`src/plcmt_pkg.sv`:
```
// Shared types and constants for the multimode PLC-style timer.
package plcmt_pkg;

  localparam int unsigned TimeW    = 32;
  localparam int unsigned DurW     = 31;
  localparam int unsigned ModeW    = 3;
  localparam int unsigned CfgIdxW  = 2;
  localparam int unsigned CfgDataW = 31;

  typedef enum logic [ModeW-1:0] {
    MODE_HELD_PULSE = 3'd0,
    MODE_PULSE      = 3'd1,
    MODE_ON_DELAY   = 3'd2,
    MODE_LATCH_ON   = 3'd3,
    MODE_OFF_DELAY  = 3'd4
  } mode_e;

  typedef enum logic [CfgIdxW-1:0] {
    CFG_MODE     = 2'd0,
    CFG_DURATION = 2'd1
  } cfg_idx_e;

  typedef struct packed {
    logic             condition;
    logic             reset_req;
    logic [TimeW-1:0] now_ms;
  } in_item_t;

  typedef struct packed {
    logic             timer_out;
    logic [TimeW-1:0] remaining;
  } out_item_t;

  typedef struct packed {
    logic [ModeW-1:0] mode;
    logic [DurW-1:0]  duration;
  } cfg_t;

endpackage

```
`src/plcmt_in_if.sv`:
```
// Input channel of the timer: valid/ready plus one input item.
interface plcmt_in_if;
  logic                         valid;
  logic                         ready;
  logic                         condition;
  logic                         reset_req;
  logic [plcmt_pkg::TimeW-1:0]  now_ms;

  modport source (output valid, condition, reset_req, now_ms, input ready);
  modport sink   (input valid, condition, reset_req, now_ms, output ready);
endinterface

```
`src/plcmt_out_if.sv`:
```
// Output channel of the timer: valid/ready plus one result item.
interface plcmt_out_if;
  logic                         valid;
  logic                         ready;
  logic                         timer_out;
  logic [plcmt_pkg::TimeW-1:0]  remaining;

  modport source (output valid, timer_out, remaining, input ready);
  modport sink   (input valid, timer_out, remaining, output ready);
endinterface

```
`src/plc_style_multimode_timer_unit.sv`:
```
// An accepted beat sits in the input register, then its result in the result register.
// Throughput: one beat per cycle unless the result stalls; the timer state updates in a single pass per beat.
// Input and result registers decouple the two channels, so a stalled result
// still lets one new beat in.
// Reset (rst_ni low, async): config, timer state and valid flags clear to zero.
module plc_style_multimode_timer_unit (
  input  logic                             clk_i,
  input  logic                             rst_ni,
  input  logic                             cfg_we_i,
  input  logic [plcmt_pkg::CfgIdxW-1:0]    cfg_idx_i,
  input  logic [plcmt_pkg::CfgDataW-1:0]   cfg_data_i,
  plcmt_in_if.sink                         in_i,
  plcmt_out_if.source                      out_o
);
  import plcmt_pkg::*;

  cfg_t      cfg_q;
  logic      in_vld_q, out_vld_q, advance;
  in_item_t  in_q;
  out_item_t out_q, res;

  always_ff @(posedge clk_i or negedge rst_ni) begin
    if (!rst_ni) begin
      cfg_q <= '0;
    end else if (cfg_we_i) begin
      unique case (cfg_idx_e'(cfg_idx_i))
        CFG_MODE:     cfg_q.mode     <= cfg_data_i[ModeW-1:0];
        CFG_DURATION: cfg_q.duration <= cfg_data_i[DurW-1:0];
        default: ;
      endcase
    end
  end

  assign advance     = in_vld_q & (~out_vld_q | out_o.ready);
  assign in_i.ready  = ~in_vld_q | advance;

  always_ff @(posedge clk_i or negedge rst_ni) begin
    if (!rst_ni) begin
      in_vld_q <= 1'b0;
    end else if (in_i.valid && in_i.ready) begin
      in_vld_q <= 1'b1;
    end else if (advance) begin
      in_vld_q <= 1'b0;
    end
  end

  always_ff @(posedge clk_i) begin
    if (in_i.valid && in_i.ready) begin
      in_q.condition <= in_i.condition;
      in_q.reset_req <= in_i.reset_req;
      in_q.now_ms    <= in_i.now_ms;
    end
  end

  plcmt_core u_core (
    .clk_i  (clk_i),
    .rst_ni (rst_ni),
    .step_i (advance),
    .item_i (in_q),
    .cfg_i  (cfg_q),
    .res_o  (res)
  );

  always_ff @(posedge clk_i or negedge rst_ni) begin
    if (!rst_ni) begin
      out_vld_q <= 1'b0;
    end else if (advance) begin
      out_vld_q <= 1'b1;
    end else if (out_o.ready) begin
      out_vld_q <= 1'b0;
    end
  end

  always_ff @(posedge clk_i) begin
    if (advance) begin
      out_q <= res;
    end
  end

  assign out_o.valid     = out_vld_q;
  assign out_o.timer_out = out_q.timer_out;
  assign out_o.remaining = out_q.remaining;

`ifndef SYNTHESIS
  a_reset_clears_out: assert property (@(posedge clk_i) disable iff (!rst_ni)
    advance && in_q.reset_req |=> !out_o.timer_out)
    else $error("timer_out set after a reset beat");

  a_reset_loads_dur: assert property (@(posedge clk_i) disable iff (!rst_ni)
    advance && in_q.reset_req |=> out_o.remaining == {1'b0, $past(cfg_q.duration)})
    else $error("remaining not preset after a reset beat");

  a_stall_only_when_full: assert property (@(posedge clk_i) disable iff (!rst_ni)
    !in_i.ready |-> (in_vld_q && out_vld_q && !out_o.ready))
    else $error("input stalled with room in the pipeline");

  a_advance_fills_out: assert property (@(posedge clk_i) disable iff (!rst_ni)
    advance |=> out_o.valid)
    else $error("result beat lost");
`endif

endmodule

```
`src/plcmt_core.sv`:
```
// Timer state registers and the per-beat update logic.
module plcmt_core (
  input  logic                  clk_i,
  input  logic                  rst_ni,
  input  logic                  step_i,
  input  plcmt_pkg::in_item_t   item_i,
  input  plcmt_pkg::cfg_t       cfg_i,
  output plcmt_pkg::out_item_t  res_o
);
  import plcmt_pkg::*;

  logic             prev_cond_q, prev_cond_d;
  logic             running_q, running_d;
  logic             out_q, out_d;
  logic             prev_out_q, prev_out_d;
  logic [TimeW-1:0] target_q, target_d;
  logic [TimeW-1:0] rem_q, rem_d;

  logic             cond, rst, rise, fall, expired, load, out_fell, out_rose;
  logic [TimeW-1:0] now, dur_ext;

  always_comb begin
    cond    = item_i.condition;
    rst     = item_i.reset_req;
    now     = item_i.now_ms;
    dur_ext = {1'b0, cfg_i.duration};
    rise    = cond & ~prev_cond_q;
    fall    = ~cond & prev_cond_q;

    running_d = running_q;
    out_d     = out_q;
    rem_d     = rem_q;
    out_fell  = 1'b0;
    out_rose  = 1'b0;

    // Edge loads of the target; latching mode only rearms while output is low
    load = ~rst & ((rise & (cfg_i.mode < ModeW'(MODE_LATCH_ON)))
                 | (rise & (cfg_i.mode == MODE_LATCH_ON) & ~out_q)
                 | (fall & (cfg_i.mode == MODE_OFF_DELAY)));
    target_d = load ? now + dur_ext : target_q;
    if (fall && !rst && cfg_i.mode == MODE_OFF_DELAY) begin
      running_d = 1'b1;
    end

    expired = now > target_d;

    if (rst) begin
      out_d     = 1'b0;
      running_d = 1'b0;
      rem_d     = dur_ext;
    end else begin
      unique case (cfg_i.mode)
        MODE_HELD_PULSE: begin
          if (rise) begin out_d = 1'b1; running_d = 1'b1; end
          if (expired || !cond) begin out_d = 1'b0; running_d = 1'b0; end
        end
        MODE_PULSE: begin
          if (rise) begin out_d = 1'b1; running_d = 1'b1; end
          if (expired) begin out_d = 1'b0; running_d = 1'b0; end
        end
        MODE_ON_DELAY: begin
          if (rise) running_d = 1'b1;
          if (cond && expired && running_d && !out_d) begin
            out_d = 1'b1; running_d = 1'b0;
          end
          if (!cond) begin out_d = 1'b0; running_d = 1'b0; end
        end
        MODE_LATCH_ON: begin
          if (rise) running_d = 1'b1;
          if (running_d && expired) begin out_d = 1'b1; running_d = 1'b0; end
        end
        MODE_OFF_DELAY: begin
          if (cond || running_d) out_d = 1'b1;
          if (running_d && expired) begin out_d = 1'b0; running_d = 1'b0; end
        end
        default: ;
      endcase

      out_fell = prev_out_q & ~out_d;
      out_rose = ~prev_out_q & out_d;

      unique case (cfg_i.mode)
        MODE_HELD_PULSE, MODE_PULSE: begin
          if (out_fell) rem_d = '0;
          if (!running_d && !cond) rem_d = dur_ext;
        end
        MODE_ON_DELAY: begin
          if (out_rose) rem_d = '0;
          if (!running_d && !cond) rem_d = dur_ext;
        end
        MODE_LATCH_ON: begin
          if (out_rose) rem_d = '0;
          if (!running_d && !out_d) rem_d = dur_ext;
        end
        MODE_OFF_DELAY: begin
          if (!running_d) rem_d = dur_ext;
        end
        default: ;
      endcase
    end

    if (running_d) rem_d = target_d - now;

    prev_cond_d = cond;
    prev_out_d  = out_d;

    res_o.timer_out = out_d;
    res_o.remaining = rem_d;
  end

  always_ff @(posedge clk_i or negedge rst_ni) begin
    if (!rst_ni) begin
      prev_cond_q <= 1'b0;
      running_q   <= 1'b0;
      out_q       <= 1'b0;
      prev_out_q  <= 1'b0;
      target_q    <= '0;
      rem_q       <= '0;
    end else if (step_i) begin
      prev_cond_q <= prev_cond_d;
      running_q   <= running_d;
      out_q       <= out_d;
      prev_out_q  <= prev_out_d;
      target_q    <= target_d;
      rem_q       <= rem_d;
    end
  end

endmodule
```
`src/flat_wrapper.sv`:
```
// flat-port wrapper written by rule: the top's interface ports become plain ports
module plc_style_multimode_timer_unit_flat import plcmt_pkg::*;
  (clk_i, rst_ni, cfg_we_i, cfg_idx_i, cfg_data_i, in_i_valid, in_i_condition, in_i_reset_req, in_i_now_ms, in_i_ready, out_o_valid, out_o_timer_out, out_o_remaining, out_o_ready);
  plcmt_in_if in_i_i ();
  plcmt_out_if out_o_i ();
  input  logic clk_i;
  input  logic rst_ni;
  input  logic cfg_we_i;
  input  logic [plcmt_pkg::CfgIdxW-1:0] cfg_idx_i;
  input  logic [plcmt_pkg::CfgDataW-1:0] cfg_data_i;
  input wire logic [$bits(in_i_i.valid)-1:0] in_i_valid;
  input wire logic [$bits(in_i_i.condition)-1:0] in_i_condition;
  input wire logic [$bits(in_i_i.reset_req)-1:0] in_i_reset_req;
  input wire logic [$bits(in_i_i.now_ms)-1:0] in_i_now_ms;
  output wire logic [$bits(in_i_i.ready)-1:0] in_i_ready;
  output wire logic [$bits(out_o_i.valid)-1:0] out_o_valid;
  output wire logic [$bits(out_o_i.timer_out)-1:0] out_o_timer_out;
  output wire logic [$bits(out_o_i.remaining)-1:0] out_o_remaining;
  input wire logic [$bits(out_o_i.ready)-1:0] out_o_ready;
  assign in_i_i.valid = in_i_valid;
  assign in_i_i.condition = in_i_condition;
  assign in_i_i.reset_req = in_i_reset_req;
  assign in_i_i.now_ms = in_i_now_ms;
  assign in_i_ready = in_i_i.ready;
  assign out_o_valid = out_o_i.valid;
  assign out_o_timer_out = out_o_i.timer_out;
  assign out_o_remaining = out_o_i.remaining;
  assign out_o_i.ready = out_o_ready;
  plc_style_multimode_timer_unit u_core (.clk_i(clk_i), .rst_ni(rst_ni), .cfg_we_i(cfg_we_i), .cfg_idx_i(cfg_idx_i), .cfg_data_i(cfg_data_i), .in_i(in_i_i), .out_o(out_o_i));
endmodule
```
`config.mk`:
```
export PLATFORM = sky130hd
export DESIGN_NAME = plc_style_multimode_timer_unit_flat
export DESIGN_NICKNAME = d
export VERILOG_FILES = /design/src/plcmt_pkg.sv /design/src/plcmt_in_if.sv /design/src/plcmt_out_if.sv /design/src/plc_style_multimode_timer_unit.sv /design/src/plcmt_core.sv /design/src/flat_wrapper.sv
export SDC_FILE = /design/constraint.sdc
export NUM_CORES = 1
export LEC_CHECK = 0
export BUFFER_PORTS_ARGS = -buffer_cell sky130_fd_sc_hd__buf_2
export CORE_MARGIN = 3
export CORE_UTILIZATION = 65
export CTS_BUF_LIST = sky130_fd_sc_hd__clkbuf_2 sky130_fd_sc_hd__clkbuf_4 sky130_fd_sc_hd__clkbuf_8
export CTS_CLUSTER_DIAMETER = 50
export DETAILED_ROUTE_END_ITERATION = 6
export PLACE_DENSITY = 0.88
export SYNTH_ARGS = -nofsm -noshare
export SYNTH_HDL_FRONTEND = slang
export SYNTH_HIERARCHICAL = 1
export SYNTH_SLANG_ARGS = --single-unit
```
`constraint.sdc`:
```
create_clock -name clk_i -period 10.09 [get_ports clk_i]
set_input_delay 1.009 -clock clk_i [delete_from_list [all_inputs] [get_ports clk_i]]
set_output_delay 1.009 -clock clk_i [all_outputs]
set_load 0.05 [all_outputs]
```
Word level (Yosys, flattened, before mapping)

Index checks and enable logic that the tools add are counted.

Flip-flop bits (word level): 170
Bits of input ports: 72
Output and inout port bits: 35
Word-level logic and storage cells: 108

Add/subtract/negate cells: 2
Order comparisons: 2
Eq/ne operators: 5
Muxes and demuxes: 40
Bitwise gates (word level): 21
Reduce and logical (&&, ||, !) cells: 24

Operators with widths:

| cell                                                       | number |
|---|---|
| two-way mux 32 bit                                         | 9 |
| case mux 32 bit (4 select lines)                           | 1 |
| adder 32 x 31 -> 32 bit                                    | 1 |
| greater-than comparator 32 bit                             | 1 |
| subtractor 32 bit                                          | 1 |
| two-way mux 1 bit                                          | 28 |
| AND 1 bit                                                  | 10 |
| logical AND 1 bit                                          | 10 |
| case mux 1 bit (5 select lines)                            | 2 |
| NOT 1 bit                                                  | 7 |
| equality test 3 x 2 -> 1 bit, second input constant        | 2 |
| logical NOT 1 bit                                          | 5 |
| bitwise OR 1 bit                                           | 4 |
| AND reduction 2 bit                                        | 2 |
| nonzero test 2 bit                                         | 2 |
| equality test 3 x 1 -> 1 bit, second input constant        | 1 |
| equality test 3 bit, second input constant                 | 1 |
| logical NOT 3 bit                                          | 1 |
| less-than comparator 3 x 2 -> 1 bit, second input constant | 1 |
| equality test 2 x 1 -> 1 bit, second input constant        | 1 |
| logical NOT 2 bit                                          | 1 |
| logical OR 1 bit                                           | 2 |
| OR reduction 2 bit                                         | 1 |

Longest topological paths before layout

Depth after elaboration: 23
Gate-level depth with buffers: 27

Cells and area by module

The synthesis kept the hierarchy.

By module, submodules not included:

| module                         | instances | cells an instance | area each (um^2) |
|---|---|---|---|
| plcmt_core                     | 1         | 1,072             | 7,905.1 |
| plc_style_multimode_timer_unit | 1         | 148               | 3,513.4 |

Worst setup path before layout

Ideal clock, no wire load.

Path kind: flip-flop to flip-flop
Start: register u_core/cfg_q[1] (netlist bit)
End: register u_core.out_q, in the netlist u_core/out_o.remaining[26] (data pin)
Arrival: 5.122 ns
Slack: 4.698 ns
Cell stages (with the launch flop): 26
Cell sequence: dfrtp_1 ha_1 a21o_1 a21o_1 a211oi_1 o21ai_0 a311o_1 a211oi_1 o31ai_1 a21oi_1 xor2_1 o21ai_0 ha_1 buf_2 a21oi_1 o21ai_0 a211oi_1 o21ai_0 o21a_1 buf_2 a211oi_4 a22oi_4 buf_6 o311a_1 a21oi_1 a21oi_1

RTL lines:

| item                 | line                                 | source |
|---|---|---|
| start, declared      | plc_style_multimode_timer_unit.sv:17 | `cfg_t cfg_q;` |
| end signal, assigned | plc_style_multimode_timer_unit.sv:76 | `out_q <= res;` |
| end, declared        | plc_style_multimode_timer_unit.sv:20 | `out_item_t out_q, res;` |

Worst setup path in the final report

Start: register u_core/cfg_q[0] (netlist bit)
End: register u_core.u_core.rem_q[25]

Cells in the longest elaborated chain, start to end: 17
Elaborated cells on any way between the ends: 43

Ends and longest elaborated chain:

| item                                 | line              | source |
|---|---|---|
| adder 32 x 31 -> 32 bit (*)          | plcmt_core.sv:40  | `target_d = load ? now + dur_ext : target_q;` |
| two-way mux 32 bit (*)               | plcmt_core.sv:40  |  |
| named net u_core.u_core.target_d[26] | plcmt_core.sv:16  | `logic [TimeW-1:0] target_q, target_d;` |
| greater-than comparator 32 bit (*)   | plcmt_core.sv:45  | `expired = now > target_d;` |
| logical AND 1 bit (3 in series)      | plcmt_core.sv:63  | `if (cond && expired && running_d && !out_d) begin` |
| two-way mux 1 bit                    | plcmt_core.sv:63  |  |
| two-way mux 1 bit                    | plcmt_core.sv:66  | `if (!cond) begin out_d = 1'b0; running_d = 1'b0; end` |
| case mux 1 bit (5 select lines)      | plcmt_core.sv:52  | `unique case (cfg_i.mode)` |
| two-way mux 1 bit                    | plcmt_core.sv:47  | `if (rst) begin` |
| NOT 1 bit                            | plcmt_core.sv:79  | `out_fell = prev_out_q & ~out_d;` |
| AND 1 bit                            | plcmt_core.sv:79  |  |
| two-way mux 32 bit                   | plcmt_core.sv:84  | `if (out_fell) rem_d = '0;` |
| two-way mux 32 bit                   | plcmt_core.sv:85  | `if (!running_d && !cond) rem_d = dur_ext;` |
| case mux 32 bit (4 select lines)     | plcmt_core.sv:82  | `unique case (cfg_i.mode)` |
| two-way mux 32 bit                   | plcmt_core.sv:47  |  |
| two-way mux 32 bit (*)               | plcmt_core.sv:102 | `if (running_d) rem_d = target_d - now;` |
| end signal, assigned                 | plcmt_core.sv:125 | `rem_q <= rem_d;` |
| end, declared                        | plcmt_core.sv:17  | `logic [TimeW-1:0] rem_q, rem_d;` |

The timed path passes the listed nets; every way through them passes the cells marked *. The select of a mux whose other input is x is not followed.
A chain may end at the register's enable or synchronous reset.

==> impl_results.md <==
- Worst Hold Class: reg -> reg
- PD cells: 283 mW/mm2
- Row count: 47
- Synth Area in Adders: 7.25%
- Setup TNS: 0 ns
- Vias in the first global route: between 9,000 and 10,000
- Vias per cell: 6.60
- Fin nets: approximately 1,400
- Cell Chain, Critical Path: ha_1 > inv_1 > fa_1 > nor2b_1 > o21a_1 > o21a_1 > o31a_1 > o41ai_2 > o21ai_0 > a21boi_1 > o21ai_0 > xnor2_1 > o21ai_0 > ha_1 > nand2_1 > o21ai_0 > a211oi_1 > o21ai_2 > o21bai_2 > and2_0 > a21oi_1 > o21ai_0 > o211ai_1 > a31oi_1
- Synth top area share: 22.6%
- Largest family of logic cells by synthesized area: compound AO/OA/AOI/OAI gates
- Logic pwr share: 54.4%
- Tmin final: 7.51 ns
- Pwr Total: 3.51 mW
- Final Hold Viols: 0
- Worst EP arrival: 7.90 ns
- Async SR Flop Fraction: 60.6%
- Die Span X: around 140 um
- Post-synthesis cell type count: 79
- Worst-path fanout max: 17
- Final setup vio count: 0
- Post-synth top cells: 128 x nand2_1, 115 x nor2_1, 114 x o21ai_0
- Wire per inst: 20.2 um
- Clk pwr share: about 14%
- Max Freq: about 0.13 GHz
- Critical-path top delay cell: and2_0
- Synth Area in Compound Gates: a little under a quarter
- Top post-synthesis cells by area: dfrtp_1 23%, edfxtp_1 18%, ha_1 6.9%
- CTS clock-pin slew for the worst setup and hold paths: 0.09 ns
- Syn-to-layout area delta: 8.74%
- Area leader, netlist: dfrtp_1
- CP Launch Type: register
- Final-report max-slew violation count: 0
- H-tree level count: 4
- Ys flop type: dfrtp_1
- Port Buf Inserts: between 100 and 150
- Post-synthesis sequential area ratio: 40.2%
- Net Count, Synth: 1,357
- Share of cells above drive strength 1: 18.3%
- Slew margin rel.: 14.0%
- WL final: just over 30 mm
- Drt pass-1 iters: 6
- Overflow after GRT: 0
- Switching Share: 46.3%
- Initial Utilization: 67.7%
- Setup CP Type: reg -> reg
- Xor and xnor area share after synthesis: approximately 3.9%
- Syn Inst Count: 1,220
- Cell-internal power: 1.89 mW
- Antenna viol nets, final: 0
- Initial antenna violation count: 0
- Biggest cell delay along the critical path: 1.09 ns
- Critical Path RT: 10.48 ns
- Final HPWL DP: 21.3 mm
- Hold-fix buffers at CTS: 0
- Synthesized flop and latch total: 170
- Worst vdd ir: 0.166 mV
- Post-CTS setup buffer count: 0
- Mux cell area share after synthesis: between 8 and 9%
- Most frequent cell after synthesis: nand2_1
- DR iter-0 viols: about 1,300
- Worst-Skew Late Latency: 0.48 ns
- RSZ-0062 raised after global routing: false
- Post-Syn Area per Cell: approximately 9.4 um2
- Max-Cap Viols: 0
- Crit share post-route: 74.4%
- Crit path top cell by count: o21ai_0
- Die area: between 0.015 and 0.02 mm2
- Synth Area in Simple Gates: 12.9%
- CTS buffer count: 17
- CP endpoint kind: register
- Worst Tran Pin Value: approximately 1.3 ns
- Reg power frac: about a third
- Cell Area, Synth: about 0.011 mm2
- CTS sink cnt: 170
- Root Buffer: clkbuf_8
- Clock skew: about 0.017 ns
- Outcome: finished clean
- Overall routing resource usage: 31.9%
- Post-synth EDFFs: 67
- First-pass GRT wire length: slightly below 50 mm
- Switch Pwr: roughly 1.6 mW
- P_leak: 5.60 nW
- IO Count: around 110
- # resized after CTS: 0
- Core area: roughly 0.017 mm2
- CTS tree: built
- Via Count: 10,105
- Die height: 139 um
- Residual DRC: 0
- CTS max path bufs: 2
- Gp weighted congestion: 0.966
- Pin count of the biggest net entering global routing: 78
- YS warnings: 6
- Antenna diodes: 0
==> critical path: cells and delay by family, from the launching register on <==
| family | cells | cell delay, ns |
|---|---|---|
| compound gates | 16 | 4.55 |
| xor+xnor | 1 | 0.21 |
| fa+ha+maj | 3 | 0.87 |
| buf+inv | 1 | 0.08 |
| flops | 1 | 0.44 |
| simple gates | 3 | 1.26 |
==> power groups by stage <==
stage / Sequential, mW / Combinational, mW / Clock (mW)
after detailed placement: 1.12 / 1.84 / 0
after CTS: 1.11 / 1.85 / 0.494
after global routing: 1.13 / 2.07 / 0.530
after floorplan: 1.19 / 1.32 / 0
after global placement: 1.11 / 1.79 / 0
final: 1.11 / 1.91 / 0.491
==> sequential cells by signal, indices dropped and copies added, names as in the netlist <==
signal,flops
u_core/in_vld_q,1
u_core/out_o.valid,1
u_core/u_core/prev_cond_q,1
u_core/cfg_q,34
u_core/in_q,34
u_core/u_core/prev_out_q,1
u_core/u_core/running_q,1
u_core/u_core/target_q,32
u_core/out_o.remaining,32
u_core/u_core/rem_q,32
u_core/out_o.timer_out,1
==> cells by family after synthesis <==
| kind of cell | Yosys count |
|---|---|
| compound gates | 415 |
| simple gates | 328 |
| flops | 170 |
| buf+inv | 115 |
| mux | 76 |
| fa+ha+maj | 65 |
| xor+xnor | 51 |
==> placed cells by master, fill, tap and decap left out, types with 42 or more instances in the layout <==
cell / n
o21ai_0: 114
inv_1: 59
buf_2: 105
edfxtp_1: 67
dfrtp_1: 103
ha_1: 63
a21oi_1: 104
mux2_2: 42
nor2_1: 114
nand2_1: 128
==> stage by stage <==
step | cells | cell area, um2 | setup slack, ns | utilization [%] | hold slack (ns)
final | 1530 | 12400 | 2.58 | 73.6 | 0.491
after global routing | 1530 | 12400 | 2.25 | 73.6 | 0.518
after CTS | 1530 | 12400 | 2.91 | 73.6 | 0.493
after detailed placement | 1498 | 12000 | 2.97 | 71.2 | 0.473
after global placement | 1498 | 12000 | 3.15 | 71.2 | 0.462
after floorplan | 1220 | 11400 | 4.70 | - | 0.449
==> worst paths after layout <==
path                                                        start                                      to  slack, ns  depth (start not counted)
min in group asynchronous                                  rst_ni            u_core/cfg_q[18]$_DFFE_PN0P_       0.56                          1
max reg2reg                           u_core/cfg_q[0]$_DFFE_PN0P_     u_core/u_core/rem_q[25]$_DFFE_PN0P_       2.58                         24
min                        u_core/u_core/target_q[25]$_DFFE_PN0P_  u_core/u_core/target_q[25]$_DFFE_PN0P_       0.49                          2
max                                   u_core/cfg_q[0]$_DFFE_PN0P_     u_core/u_core/rem_q[25]$_DFFE_PN0P_       2.58                         24
min reg2reg                u_core/u_core/target_q[25]$_DFFE_PN0P_  u_core/u_core/target_q[25]$_DFFE_PN0P_       0.49                          2
max in group asynchronous                                  rst_ni  u_core/u_core/target_q[27]$_DFFE_PN0P_       8.33                          2
==> routing by layer <==
layer / GRT usage [%] / share of wire [%]
met3: 6.45 / 11
met5: 0 / 0
met4: 11.2 / 3.3
met2: 49.5 / 45
met1: 45.0 / 40
==> layout make-up <==
class,instances,area (um2)
clock buffer,19,249
clock inverter,13,144
fill,1209,4460
inverter,59,221
multi-input combinational,935,6340
sequential,170,4590
tap,220,275
timing repair buffer,114,593
(Power assumes the default switching activity.)
